`config.mk`:
```
export PLATFORM = sky130hd
export DESIGN_NAME = fed_merge
export DESIGN_NICKNAME = d
export VERILOG_FILES = /design/src/rtl/fed_pkg.sv /design/src/rtl/fed_merge.sv
export SDC_FILE = /design/constraint.sdc
export NUM_CORES = 1
export LEC_CHECK = 0
export ABC_AREA = 0
export ABC_CLOCK_PERIOD_IN_PS = 1500
export BUFFER_PORTS_ARGS = -buffer_cell sky130_fd_sc_hd__buf_2
export CAP_MARGIN = 20
export CELL_PAD_IN_SITES_DETAIL_PLACEMENT = 1
export CELL_PAD_IN_SITES_GLOBAL_PLACEMENT = 2
export CORE_MARGIN = 4
export CORE_UTILIZATION = 26
export CTS_CLUSTER_SIZE = 8
export DETAILED_ROUTE_END_ITERATION = 10
export HOLD_SLACK_MARGIN = 0.06
export PLACE_DENSITY = 0.82
export SYNTH_ARGS = -nofsm -noshare
export SYNTH_HDL_FRONTEND = slang
export SYNTH_SLANG_ARGS = --single-unit
export TNS_END_PERCENT = 10
```
`constraint.sdc`:
```
create_clock -name clk -period 1.5 [get_ports clk]
set_input_delay 0.225 -clock clk [delete_from_list [all_inputs] [get_ports clk]]
set_output_delay 0.225 -clock clk [all_outputs]
set_load 0.03 [all_outputs]
```
`src/rtl/fed_pkg.sv`:
```
`timescale 1ns / 1ps
// ----------------------------------------------------------------------------
// fed_pkg
// Shared types, constants and helpers for the stereo feedback echo.
// ----------------------------------------------------------------------------
package fed_pkg;

  // Line geometry; LINE_DEPTH must be a power of two so addresses wrap freely
  localparam int LINE_DEPTH  = 131072;
  localparam int CHANNELS    = 2;
  localparam int IO_CHANNELS = 2;
  localparam int ADDR_W      = $clog2(LINE_DEPTH);

  // Field widths
  localparam int SAMPLE_W  = 24;
  localparam int DELAY_W   = 17;
  localparam int FB_W      = 16;
  localparam int MIX_W     = 17;
  localparam int CFG_W     = 17;
  localparam int CFG_IDX_W = 2;

  // Arithmetic widths
  localparam int FB_PROD_W  = SAMPLE_W + FB_W + 1;
  localparam int MIX_PROD_W = SAMPLE_W + MIX_W + 1;
  localparam int WET_SUM_W  = MIX_PROD_W + 1;
  localparam int STORE_W    = SAMPLE_W + 2;

  // Register indexes
  localparam logic [CFG_IDX_W-1:0] REG_ENABLED  = 2'd0;
  localparam logic [CFG_IDX_W-1:0] REG_DELAY    = 2'd1;
  localparam logic [CFG_IDX_W-1:0] REG_FEEDBACK = 2'd2;
  localparam logic [CFG_IDX_W-1:0] REG_MIX      = 2'd3;

  // Reset values
  localparam logic [DELAY_W-1:0] DELAY_RESET = 17'd24000;
  localparam logic [MIX_W-1:0]   MIX_RESET   = 17'd32768;

  // Gain limits (0.92 in Q0.16, and unity)
  localparam logic [FB_W-1:0]  FB_CAP = 16'd60293;
  localparam logic [MIX_W-1:0] UNITY  = 17'd65536;

  // Half an LSB of a Q0.16 scale
  localparam int ROUND_HALF = 32768;
  localparam int Q_SHIFT    = 16;

  localparam logic signed [WET_SUM_W-1:0] S24_MAX = 43'sd8388607;
  localparam logic signed [WET_SUM_W-1:0] S24_MIN = -43'sd8388608;

  typedef logic signed [SAMPLE_W-1:0] sample_t;

  typedef struct packed {
    sample_t left_in;
    sample_t right_in;
  } fed_in_t;

  typedef struct packed {
    sample_t left_out;
    sample_t right_out;
  } fed_out_t;

  // Effective gains, shared by all lanes
  typedef struct packed {
    logic             enabled;
    logic [FB_W-1:0]  fb;
    logic [MIX_W-1:0] wet;
    logic [MIX_W-1:0] dry;
  } gain_t;

  // Pipeline control from the sequencer to the lanes
  typedef struct packed {
    logic              advance;
    logic              acc;
    logic [ADDR_W-1:0] rd_addr;
    logic              s1_fwd;
    logic              s1_filled;
    logic              wr_en;
    logic [ADDR_W-1:0] wr_addr;
  } lane_ctl_t;

  // Saturate a wide signed value to 24 bits
  function automatic sample_t sat24(logic signed [WET_SUM_W-1:0] v);
    sample_t r;
    if (v > S24_MAX) begin
      r = sample_t'(S24_MAX);
    end else if (v < S24_MIN) begin
      r = sample_t'(S24_MIN);
    end else begin
      r = v[SAMPLE_W-1:0];
    end
    return r;
  endfunction

endpackage

```
`src/rtl/fed_merge.sv`:
```
`timescale 1ns / 1ps
// ----------------------------------------------------------------------------
// fed_merge
// Output register: gathers the lane results into one output word and holds
// it until taken.
// ----------------------------------------------------------------------------
module fed_merge
  import fed_pkg::*;
(
  input  logic     clk,
  input  logic     rst,
  input  logic     s2_valid,
  input  sample_t  y [IO_CHANNELS],
  output logic     advance,
  output logic     out_valid,
  input  logic     out_ready,
  output fed_out_t out_data
);

  // Move the pipe whenever the output register is free or being emptied
  assign advance = !out_valid || out_ready;

  always_ff @(posedge clk) begin
    if (rst) begin
      out_valid <= 1'b0;
    end else if (advance) begin
      out_valid <= s2_valid;
    end
  end

  always_ff @(posedge clk) begin
    if (advance && s2_valid) begin
      out_data.left_out  <= y[0];
      out_data.right_out <= y[1];
    end
  end

endmodule
```
==> flow_summary.json <==
{
  "overflow": 0,
  "synthAdderAreaFrac": 0,
  "grt_max_degree": 30,
  "tightest_slew_ns": 0.241,
  "synth_ff_type": "edfxtp_1",
  "rr_endpoint": "out_data[24]",
  "relSlewSlack": 0.839,
  "period_minus_slack_ns": 1.14,
  "netlist-cell-type-count": 6,
  "worst_slack_ns": 0.355,
  "setup_violations": 0,
  "port-buffer-count": 101,
  "async_flop_share": 0,
  "whs_endpoint": "out_data[29]",
  "crit_arrival_ns": 1.12,
  "place_hpwl_um": 2750,
  "worstPathCellList": "nand2b_4 > and2_4 > buf_4",
  "avgViaCountPerCell": 3.79,
  "fillers": 612,
  "clk_pin_slew_worst_paths_ns": 0.08,
  "worstPathMaxFanout": 19,
  "end_kind": "flip-flop",
  "diodes": 0,
  "synth.area.mux_share": 0,
  "wl_per_cell_um": 14.1,
  "ant_nets": 0,
  "grt_setup_unrepaired": "false",
  "worstReg2RegStart": "out_valid",
  "grt_pass1_vias": 987,
  "initial_core_util": 0.270,
  "synth_top_family_by_area": "simple AND/OR/NAND/NOR gates",
  "final_cells": 237,
  "gr-usage-all-layers": 0.0938,
  "synth-edff-count": 48,
  "fmax_ghz": 0.873,
  "gp_congestion": 0.665,
  "syn_nets": 105,
  "critPathSlowestCell": "dfxtp_1",
  "max_stage_delay_ns": 0.34,
  "cts_tree": "done",
  "route.vias.total": 899,
  "fin_crit_sh": 0.763,
  "rrSetupSlack_ns": 0.36,
  "coreArea_sq_mm": 0.00554,
  "post_cts_buffers": 0,
  "cp-start-kind": "flip-flop",
  "dieArea_sq_mm": 0.00703,
  "final_max_slew_viol_count": 0,
  "synth-simple-area-share": 0.0151,
  "ys_ff_latch": 49,
  "yosysSeqAreaShare": 0.977,
  "fin_skew_ns": 0.00422,
  "cts_max_level": 2,
  "ctsRootBufferMaster": "clkbuf_8",
  "hp-start": "y[29]",
  "netlist_instances": 53,
  "outcome": "finished, final reports clean",
  "crit_buf_inv": 1,
  "drtIter0Drc": 8,
  "yosysWarnings": 0,
  "antenna_found_initial": 0,
  "syn_area_sq_mm": 0.00150,
  "nets": 216,
  "first_pass_iters": 2,
  "power_mw": 2.67,
  "std_cell_rows": 27,
  "grt_pass1_wl_um": 4970,
  "powerDensity_mw_per_mm2": 1210,
  "clk_latency_ns": 0.29,
  "dieWidth_um": 83.9,
  "synth_compound_area_frac": 0.00585,
  "placed_cells": 228,
  "drcViolationCount": 0,
  "worstHoldPathType": "in2reg",
  "avgSynthCellArea_sq_um": 28.2,
  "synth_top_area_cell": "edfxtp_1",
  "routed_wl_um": 3330,
  "maxCapViolations": 0,
  "ioPinCount": 102,
  "r2r_cells": 3,
  "hold_depth": 1,
  "synth_top_area_frac": 0.963,
  "cp_top_family": "flip-flops",
  "cts_max_path_buffers": 2,
  "finalSetupTns_ns": 0,
  "hold_viol": 0,
  "drive_gt1_frac": 0.679,
  "synth.area.top_cells": "edfxtp_1 (96%), dfxtp_1 (1.3%), nand2b_4 (0.92%)",
  "area_delta_synth_final_pct": 47.7,
  "synth_xor_area_frac": 0,
  "place_ws_ns": 0.319,
  "crit_required_ns": 1.48,
  "p_leak_nw": 0.950,
  "die-height_um": 83.9,
  "critPathKind": "reg2reg",
  "cts.sinks": 49,
  "ir_drop_v": 0.000390,
  "yosysMostFrequentCell": "edfxtp_1",
  "cts_inserted_buffers": 5
}
==> logic make-up after synthesis <==
family / after synthesis
DFF: 49
and+or+nand+nor: 2
AOI/OAI and AO/OA: 1
buffers and inverters: 1
==> stage by stage <==
stage                     hold WS [ns]  utilization  cell area (sq um)
final                            0.104        0.399               2210
after global placement           0.388        0.383               2120
after detailed placement         0.395        0.383               2120
after global routing            0.0796        0.399               2210
after CTS                       0.0732        0.397               2200
after floorplan                  0.287            -               1500
==> layout by cell type (no fill, tap or decap), drive strengths merged <==
| cell type | instances |
|---|---|
| a21oi | 1 |
| clkinv | 3 |
| clkbuf | 5 |
| inv | 1 |
| dlygate4sd3 | 1 |
| nand2b | 1 |
| buf | 103 |
| and2 | 1 |
| edfxtp | 48 |
| dfxtp | 1 |
==> state kept, by name (all words and copies together), names as in the netlist <==
name and flops:
out_valid 1, out_data 48
==> power breakdown <==
group	switching [mW]	total, mW	internal (mW)
Clock	0.391	0.705	0.314
Sequential	0.0179	1.61	1.60
Combinational	0.239	0.352	0.113
Total	0.648	2.67	2.02
==> how the worst max path moves through the flow <==
stage                   endpoint  slack [ns]  startpoint  depth (start not counted)
detailed placement  out_data[24]        0.32   out_ready                          4
global placement    out_data[42]        0.34   out_ready                          4
floorplan            out_data[0]        0.07   out_valid                          2
finish              out_data[24]        0.36   out_valid                          3
CTS                 out_data[36]        0.34   out_valid                          3
global route        out_data[24]        0.31   out_valid                          3
==> cell type report <==
class	instances	area [sq um]	share of cell area
clock buffers	5	68.8	0.0311
clock inverters	3	12.5	0.00566
inverters	1	3.75	0.00170
multi-input cells	3	31.3	0.0141
flip-flops and latches	49	1460	0.661
well taps	72	90.1	0.0407
repair buffers	104	543	0.246
==> metal layers <==
| layer | wire length, um | GRT usage | share of wire |
|---|---|---|---|
| met1 | 1180 | 0.0946 | 0.36 |
| met2 | 1760 | 0.167 | 0.53 |
| met3 | 370 | 0.0533 | 0.11 |
| met4 | 13 | 0.0219 | 0.0039 |
| met5 | 0 | 0 | 0 |
==> timing repair <==
item,4_1_cts,5_1_grt
setup endpoints to repair,0,0
hold buffers,0,1
endpoints found under the hold margin,0,1
resized for setup,0,0
(Power assumes the default switching activity.)
