<file path="config.mk">
export PLATFORM = sky130hd
export DESIGN_NAME = fed_ctrl
export DESIGN_NICKNAME = d
export VERILOG_FILES = /design/src/rtl/fed_pkg.sv /design/src/rtl/fed_ctrl.sv
export SDC_FILE = /design/constraint.sdc
export NUM_CORES = 1
export LEC_CHECK = 0
export BUFFER_PORTS_ARGS = -buffer_cell sky130_fd_sc_hd__buf_2
export CAP_MARGIN = 15
export CORE_MARGIN = 5
export CORE_UTILIZATION = 63
export DETAILED_ROUTE_END_ITERATION = 16
export GPL_TIMING_DRIVEN = 1
export PLACE_DENSITY = 0.86
export SETUP_SLACK_MARGIN = 0.3
export SLEW_MARGIN = 20
export SYNTH_ARGS = -nofsm -noshare
export SYNTH_HDL_FRONTEND = slang
export SYNTH_SLANG_ARGS = --single-unit
</file>
<file path="constraint.sdc">
create_clock -name clk -period 8.9 [get_ports clk]
set_input_delay 0.445 -clock clk [delete_from_list [all_inputs] [get_ports clk]]
set_output_delay 0.445 -clock clk [all_outputs]
set_load 0.02 [all_outputs]
</file>
<file path="src/rtl/fed_pkg.sv">
`timescale 1ns / 1ps
// ----------------------------------------------------------------------------
// fed_pkg
// Shared types, constants and helpers for the stereo feedback echo.
// ----------------------------------------------------------------------------
package fed_pkg;

  // Line geometry; LINE_DEPTH must be a power of two so addresses wrap freely
  localparam int LINE_DEPTH  = 131072;
  localparam int CHANNELS    = 2;
  localparam int IO_CHANNELS = 2;
  localparam int ADDR_W      = $clog2(LINE_DEPTH);

  // Field widths
  localparam int SAMPLE_W  = 24;
  localparam int DELAY_W   = 17;
  localparam int FB_W      = 16;
  localparam int MIX_W     = 17;
  localparam int CFG_W     = 17;
  localparam int CFG_IDX_W = 2;

  // Arithmetic widths
  localparam int FB_PROD_W  = SAMPLE_W + FB_W + 1;
  localparam int MIX_PROD_W = SAMPLE_W + MIX_W + 1;
  localparam int WET_SUM_W  = MIX_PROD_W + 1;
  localparam int STORE_W    = SAMPLE_W + 2;

  // Register indexes
  localparam logic [CFG_IDX_W-1:0] REG_ENABLED  = 2'd0;
  localparam logic [CFG_IDX_W-1:0] REG_DELAY    = 2'd1;
  localparam logic [CFG_IDX_W-1:0] REG_FEEDBACK = 2'd2;
  localparam logic [CFG_IDX_W-1:0] REG_MIX      = 2'd3;

  // Reset values
  localparam logic [DELAY_W-1:0] DELAY_RESET = 17'd24000;
  localparam logic [MIX_W-1:0]   MIX_RESET   = 17'd32768;

  // Gain limits (0.92 in Q0.16, and unity)
  localparam logic [FB_W-1:0]  FB_CAP = 16'd60293;
  localparam logic [MIX_W-1:0] UNITY  = 17'd65536;

  // Half an LSB of a Q0.16 scale
  localparam int ROUND_HALF = 32768;
  localparam int Q_SHIFT    = 16;

  localparam logic signed [WET_SUM_W-1:0] S24_MAX = 43'sd8388607;
  localparam logic signed [WET_SUM_W-1:0] S24_MIN = -43'sd8388608;

  typedef logic signed [SAMPLE_W-1:0] sample_t;

  typedef struct packed {
    sample_t left_in;
    sample_t right_in;
  } fed_in_t;

  typedef struct packed {
    sample_t left_out;
    sample_t right_out;
  } fed_out_t;

  // Effective gains, shared by all lanes
  typedef struct packed {
    logic             enabled;
    logic [FB_W-1:0]  fb;
    logic [MIX_W-1:0] wet;
    logic [MIX_W-1:0] dry;
  } gain_t;

  // Pipeline control from the sequencer to the lanes
  typedef struct packed {
    logic              advance;
    logic              acc;
    logic [ADDR_W-1:0] rd_addr;
    logic              s1_fwd;
    logic              s1_filled;
    logic              wr_en;
    logic [ADDR_W-1:0] wr_addr;
  } lane_ctl_t;

  // Saturate a wide signed value to 24 bits
  function automatic sample_t sat24(logic signed [WET_SUM_W-1:0] v);
    sample_t r;
    if (v > S24_MAX) begin
      r = sample_t'(S24_MAX);
    end else if (v < S24_MIN) begin
      r = sample_t'(S24_MIN);
    end else begin
      r = v[SAMPLE_W-1:0];
    end
    return r;
  endfunction

endpackage

</file>
<file path="src/rtl/fed_ctrl.sv">
`timescale 1ns / 1ps
// ----------------------------------------------------------------------------
// fed_ctrl
// Write position, read addressing, fill tracking and hazard control shared by
// all echo lanes.
// ----------------------------------------------------------------------------
module fed_ctrl
  import fed_pkg::*;
(
  input  logic               clk,
  input  logic               rst,
  input  logic               in_valid,
  output logic               in_ready,
  input  logic               enabled,
  input  logic [DELAY_W-1:0] delay_samples,
  input  logic               advance,
  output logic               s2_valid,
  output lane_ctl_t          ctl
);

  logic [ADDR_W-1:0] wp;
  logic [ADDR_W-1:0] rd_new;
  logic [ADDR_W-1:0] s1_wp;
  logic [ADDR_W-1:0] s1_rd;
  logic [ADDR_W-1:0] s2_wp;
  logic [ADDR_W-1:0] lw_addr;
  logic              wrapped;
  logic              s1_valid;
  logic              s1_filled;
  logic              lw_valid;
  logic              hazard;
  logic              acc;
  logic              wr_en;

  // Read address of the incoming word
  assign rd_new = wp - ADDR_W'(delay_samples);

  // Hold off a word whose tap is the write of the word right ahead of it
  assign hazard   = enabled && s1_valid && (s1_wp == rd_new);
  assign in_ready = advance && !hazard;
  assign acc      = in_valid && in_ready;
  assign wr_en    = advance && s2_valid && enabled;

  // Advance control state
  always_ff @(posedge clk) begin
    if (rst) begin
      s1_valid <= 1'b0;
      s2_valid <= 1'b0;
      wp       <= '0;
      wrapped  <= 1'b0;
      lw_valid <= 1'b0;
    end else begin
      if (advance) begin
        s1_valid <= acc;
        s2_valid <= s1_valid;
      end
      if (acc && enabled) begin
        wp <= wp + 1'b1;
        if (wp == ADDR_W'(LINE_DEPTH - 1)) begin
          wrapped <= 1'b1;
        end
      end
      if (wr_en) begin
        lw_valid <= 1'b1;
      end
    end
  end

  // Carry addresses down the pipe
  always_ff @(posedge clk) begin
    if (acc) begin
      s1_wp     <= wp;
      s1_rd     <= rd_new;
      s1_filled <= wrapped || (rd_new < wp);
    end
    if (advance) begin
      s2_wp <= s1_wp;
    end
    if (wr_en) begin
      lw_addr <= s2_wp;
    end
  end

  assign ctl.advance   = advance;
  assign ctl.acc       = acc;
  assign ctl.rd_addr   = rd_new;
  assign ctl.s1_fwd    = lw_valid && (lw_addr == s1_rd);
  assign ctl.s1_filled = s1_filled;
  assign ctl.wr_en     = wr_en;
  assign ctl.wr_addr   = s2_wp;

endmodule

</file>
==> results list <==
- For the final routed database, the setup TNS stands at 0 ps.
- Along the worst path, the maximum fanout reaches 36.
* Logic gate share of total power: 12.2%
- Hold bufs inserted after CTS: 0
- Layout cell share with drive strength beyond 1: 17.85%
- Across the run, the number of max-cap violations was 0.
* Share of async-settable or async-resettable flops after synthesis: 0%
- Yosys warning count: 0
- Min Hold Slack: 342.3 ps
* Chip Width: 100.0 µm
- The cell sitting at the root of the clock tree is a sky130_fd_sc_hd__clkbuf_8.
- The die covers 10,000 µm².
* Total number of H-tree levels: 3
- The die is 100.0 µm tall.
* Status: finished clean
* DPL Wire Length: 9626 µm
- Entering global routing, the biggest net connects 37 pins.
- The worst path uses 53.81% of the clock period.
- TritonCTS created 9 clock buffers.
- For this block, the initial DRC count from the detailed router was 278.
- Worst min-delay path category: input port to flip-flop
- P&R area growth vs syn: 10.32%
- Antenna violations before repair: 1
- Net Count, Synth: 520
- Between clock sinks in the finished design, the worst skew comes to 21.26 ps.
- The later pin in the worst-skew pair is clocked with a latency of 380 ps.
* DRC violation count after routing: 0
- Total count of max-transition violations in the final report: 0
- The share of total power dissipated in the clock network is 32.2%.
- Portion of the post-synthesis area used by sequential elements: 48.84%
- Post-CTS timing repair inserted 0 buffers for setup.
- Global routing used 25.72% of the available tracks.
* Initial DRT Pass Iterations: 5
- Dominant cells by area after synthesis: sky130_fd_sc_hd__edfxtp_1 41%, sky130_fd_sc_hd__ha_1 8.8%, sky130_fd_sc_hd__dfxtp_1 8.2%
* Grt ovf: 0
- A synthesized cell averages 11.07 µm².
* Maximum frequency from static timing analysis: 0.2088 GHz
* Number of synthesized flops with an enable pin: 69
- Once layout is complete, the utilization of the core stands at 72.12%.
- Cell leakage power: 2.231 nW
- Port buffering added 62 buffers.
- Transition time at the pin with the least slew margin: 993.7 ps
- Routability-driven placement finished with a final weighted congestion of 0.9238.
- In this run the tightest slew margin relative to its limit is 33.75%.
- The hold violation count in the final report came to 0.
- Setup violations remaining at the end of the flow were counted as 0.
- Final critical-path required period: 4789 ps
- Summing over every cut layer, the via total after detailed routing is 3,874.
- Clock tree from TritonCTS: built
- The share of synthesized area in the top cell type comes to 40.60%.
* RSZ-0062 raised after global routing: no
- Largest buffer count on any clock path: 2
- Number of I/O pins: 63
* Portion of total power attributed to sequential cells: 55.5%
- Vias/cell: 6.218
- Synthesized cell area: 5104 µm²
* Starting density of the core: 65.37%
- # resized after CTS: 0
* Aggregate routed wire length: 12,590 µm
- Dominant cell type by area after synthesis: sky130_fd_sc_hd__edfxtp_1
- Sw power: 0.0002354 W
- Number of different library cells in the post-synthesis netlist: 56
- Antenna diode count: 0
- Highest ir drop seen on vdd: 0.00007537 V
* Tot Pwr: 0.0008464 W
- The critical path is of the flip-flop to output port type.
- Number of filler instances in the final layout: 560
* Data required time of the worst path: 8460 ps
- Average routed wire per standard cell: 20.21 µm
- Type of destination of the critical path: output port
- Most frequently used flop master after synthesis: sky130_fd_sc_hd__edfxtp_1
- Nature of the critical path startpoint: flip-flop
- Count of mapped cells out of synthesis: 461
- In this run, synthesis produced a sequential element count of 90.
- The floorplan has 32 rows.
* Detail Route Antenna Nets: 0
- Pwr per Cell Area: 150.3 nW/µm²
- For the worst setup path, the data arrival time is 4340 ps.
- The first global-routing pass estimated 19,550 µm of wire.
- In this run the standard cell core region covers 7807 µm².
- Of the total power, the share spent switching nets is 27.82%.
* Cell-internal power: 0.0006110 W
- # nets final: 575
* Clock transition time at the flip-flop clock pins of the worst setup and hold paths: 90 ps
- The number of global-route vias before repair was 3,733.
- The clock net in this run drives a total of 90 sinks.
## Yosys cell counts (all sizes together), types with 9 or more instances
cell,n
inv,40
o21ai,10
nor3,11
nand3,17
o31ai,9
ha,36
dfxtp,21
nor2,23
xnor2,34
nor2b,9
xor2,12
buf,12
o21a,12
a21oi,26
edfxtp,69
nand2,20
## sequential cells by signal (all words and copies together) (netlist names)
signal     count
lw_addr       17
lw_valid       1
s1_filled      1
s1_rd         17
s1_valid       1
s1_wp         17
s2_valid       1
s2_wp         17
wp            17
wrapped        1
## power by group through the flow
| stage | sequential [W] | combinational [W] | clock [W] |
|---|---|---|---|
| floorplan | 0.000482 | 0.0000655 | 0 |
| global placement | 0.000478 | 0.0000994 | 0 |
| detailed placement | 0.000479 | 0.000102 | 0 |
| CTS | 0.000470 | 0.000103 | 0.000273 |
| global route | 0.000471 | 0.000112 | 0.000293 |
| finish | 0.000470 | 0.000103 | 0.000273 |
## cell families after synthesis
| logic type | synth area share [%] |
|---|---|
| simple gates | 13.39 |
| mux | 1.912 |
| fa+ha+maj | 9.218 |
| buf+inv | 5.124 |
| flops | 48.84 |
| xor+xnor | 9.684 |
| compound gates | 11.84 |
## final timing paths
kind / to / start / depth (start not counted) / slack (ps)
worst max-delay path: ctl[37] / wp[11] / 12 / 4110
worst min-delay path: s1_valid / in_valid / 2 / 340
worst max register to register: s1_wp[12] / wp[11] / 11 / 4830
worst min register to register: lw_addr[9] / s2_wp[9] / 0 / 450
## final cells by class
class / count / area [µm²] / share of cell area (%)
inverters: 40 / 150.1 / 2.667
clock inverters: 7 / 68.82 / 1.222
flip-flops and latches: 90 / 2492 / 44.27
multi-input cells: 312 / 2350 / 41.73
repair buffers: 63 / 317.8 / 5.644
clock buffers: 9 / 123.9 / 2.200
well taps: 102 / 127.6 / 2.267
## cells in the final DEF (no fill, tap or decap), types with 3 or more instances in the layout
cell type / instances
sky130_fd_sc_hd__edfxtp_1: 69
sky130_fd_sc_hd__buf_2: 62
sky130_fd_sc_hd__inv_1: 40
sky130_fd_sc_hd__ha_1: 36
sky130_fd_sc_hd__xnor2_1: 34
sky130_fd_sc_hd__a21oi_1: 26
sky130_fd_sc_hd__nor2_1: 23
sky130_fd_sc_hd__dfxtp_1: 21
sky130_fd_sc_hd__nand2_1: 20
sky130_fd_sc_hd__nand3_1: 17
sky130_fd_sc_hd__xor2_1: 12
sky130_fd_sc_hd__o21a_1: 12
sky130_fd_sc_hd__nor3_1: 11
sky130_fd_sc_hd__o21ai_0: 10
sky130_fd_sc_hd__nor2b_1: 9
sky130_fd_sc_hd__o31ai_1: 9
sky130_fd_sc_hd__clkbuf_8: 9
sky130_fd_sc_hd__or4_1: 8
sky130_fd_sc_hd__and3_1: 7
sky130_fd_sc_hd__nand4_1: 7
sky130_fd_sc_hd__mux2_2: 6
sky130_fd_sc_hd__a31oi_1: 5
sky130_fd_sc_hd__o211ai_1: 5
sky130_fd_sc_hd__nor4_1: 5
sky130_fd_sc_hd__or3_1: 4
sky130_fd_sc_hd__a21o_1: 4
sky130_fd_sc_hd__and4_1: 3
sky130_fd_sc_hd__mux2i_1: 3
sky130_fd_sc_hd__xnor3_1: 3
sky130_fd_sc_hd__nor3b_1: 3
## worst max-delay path: stages (launching register included)
cell	delay [ps]
sky130_fd_sc_hd__dfxtp_1	510
sky130_fd_sc_hd__ha_1	450
sky130_fd_sc_hd__a21oi_1	470
sky130_fd_sc_hd__o21ai_0	190
sky130_fd_sc_hd__a221oi_1	470
sky130_fd_sc_hd__o211ai_2	250
sky130_fd_sc_hd__xor2_1	220
sky130_fd_sc_hd__nor3_1	70
sky130_fd_sc_hd__and4_4	300
sky130_fd_sc_hd__nor2b_1	210
sky130_fd_sc_hd__and2_1	150
sky130_fd_sc_hd__buf_4	400
sky130_fd_sc_hd__buf_2	260
## per-stage QoR
stage / instances / cell area, µm² / setup WS [ps]
floorplan: 461 / 5104 / 4414
global placement: 607 / 5438 / 4484
detailed placement: 607 / 5438 / 4478
CTS: 623 / 5630 / 4188
global route: 623 / 5630 / 3950
finish: 623 / 5630 / 4111
## per-layer routing
metal,share of wire [%],wire [µm],global-route usage (%),vias to the layer above
li1,-,-,-,1798
met1,42,5283,34.63,1873
met2,48,6042,42.07,180
met3,8.0,1006,5.559,23
met4,2.1,260,7.772,0
met5,0,0,0,-
No activity file was read; power rests on OpenSTA's default activity.
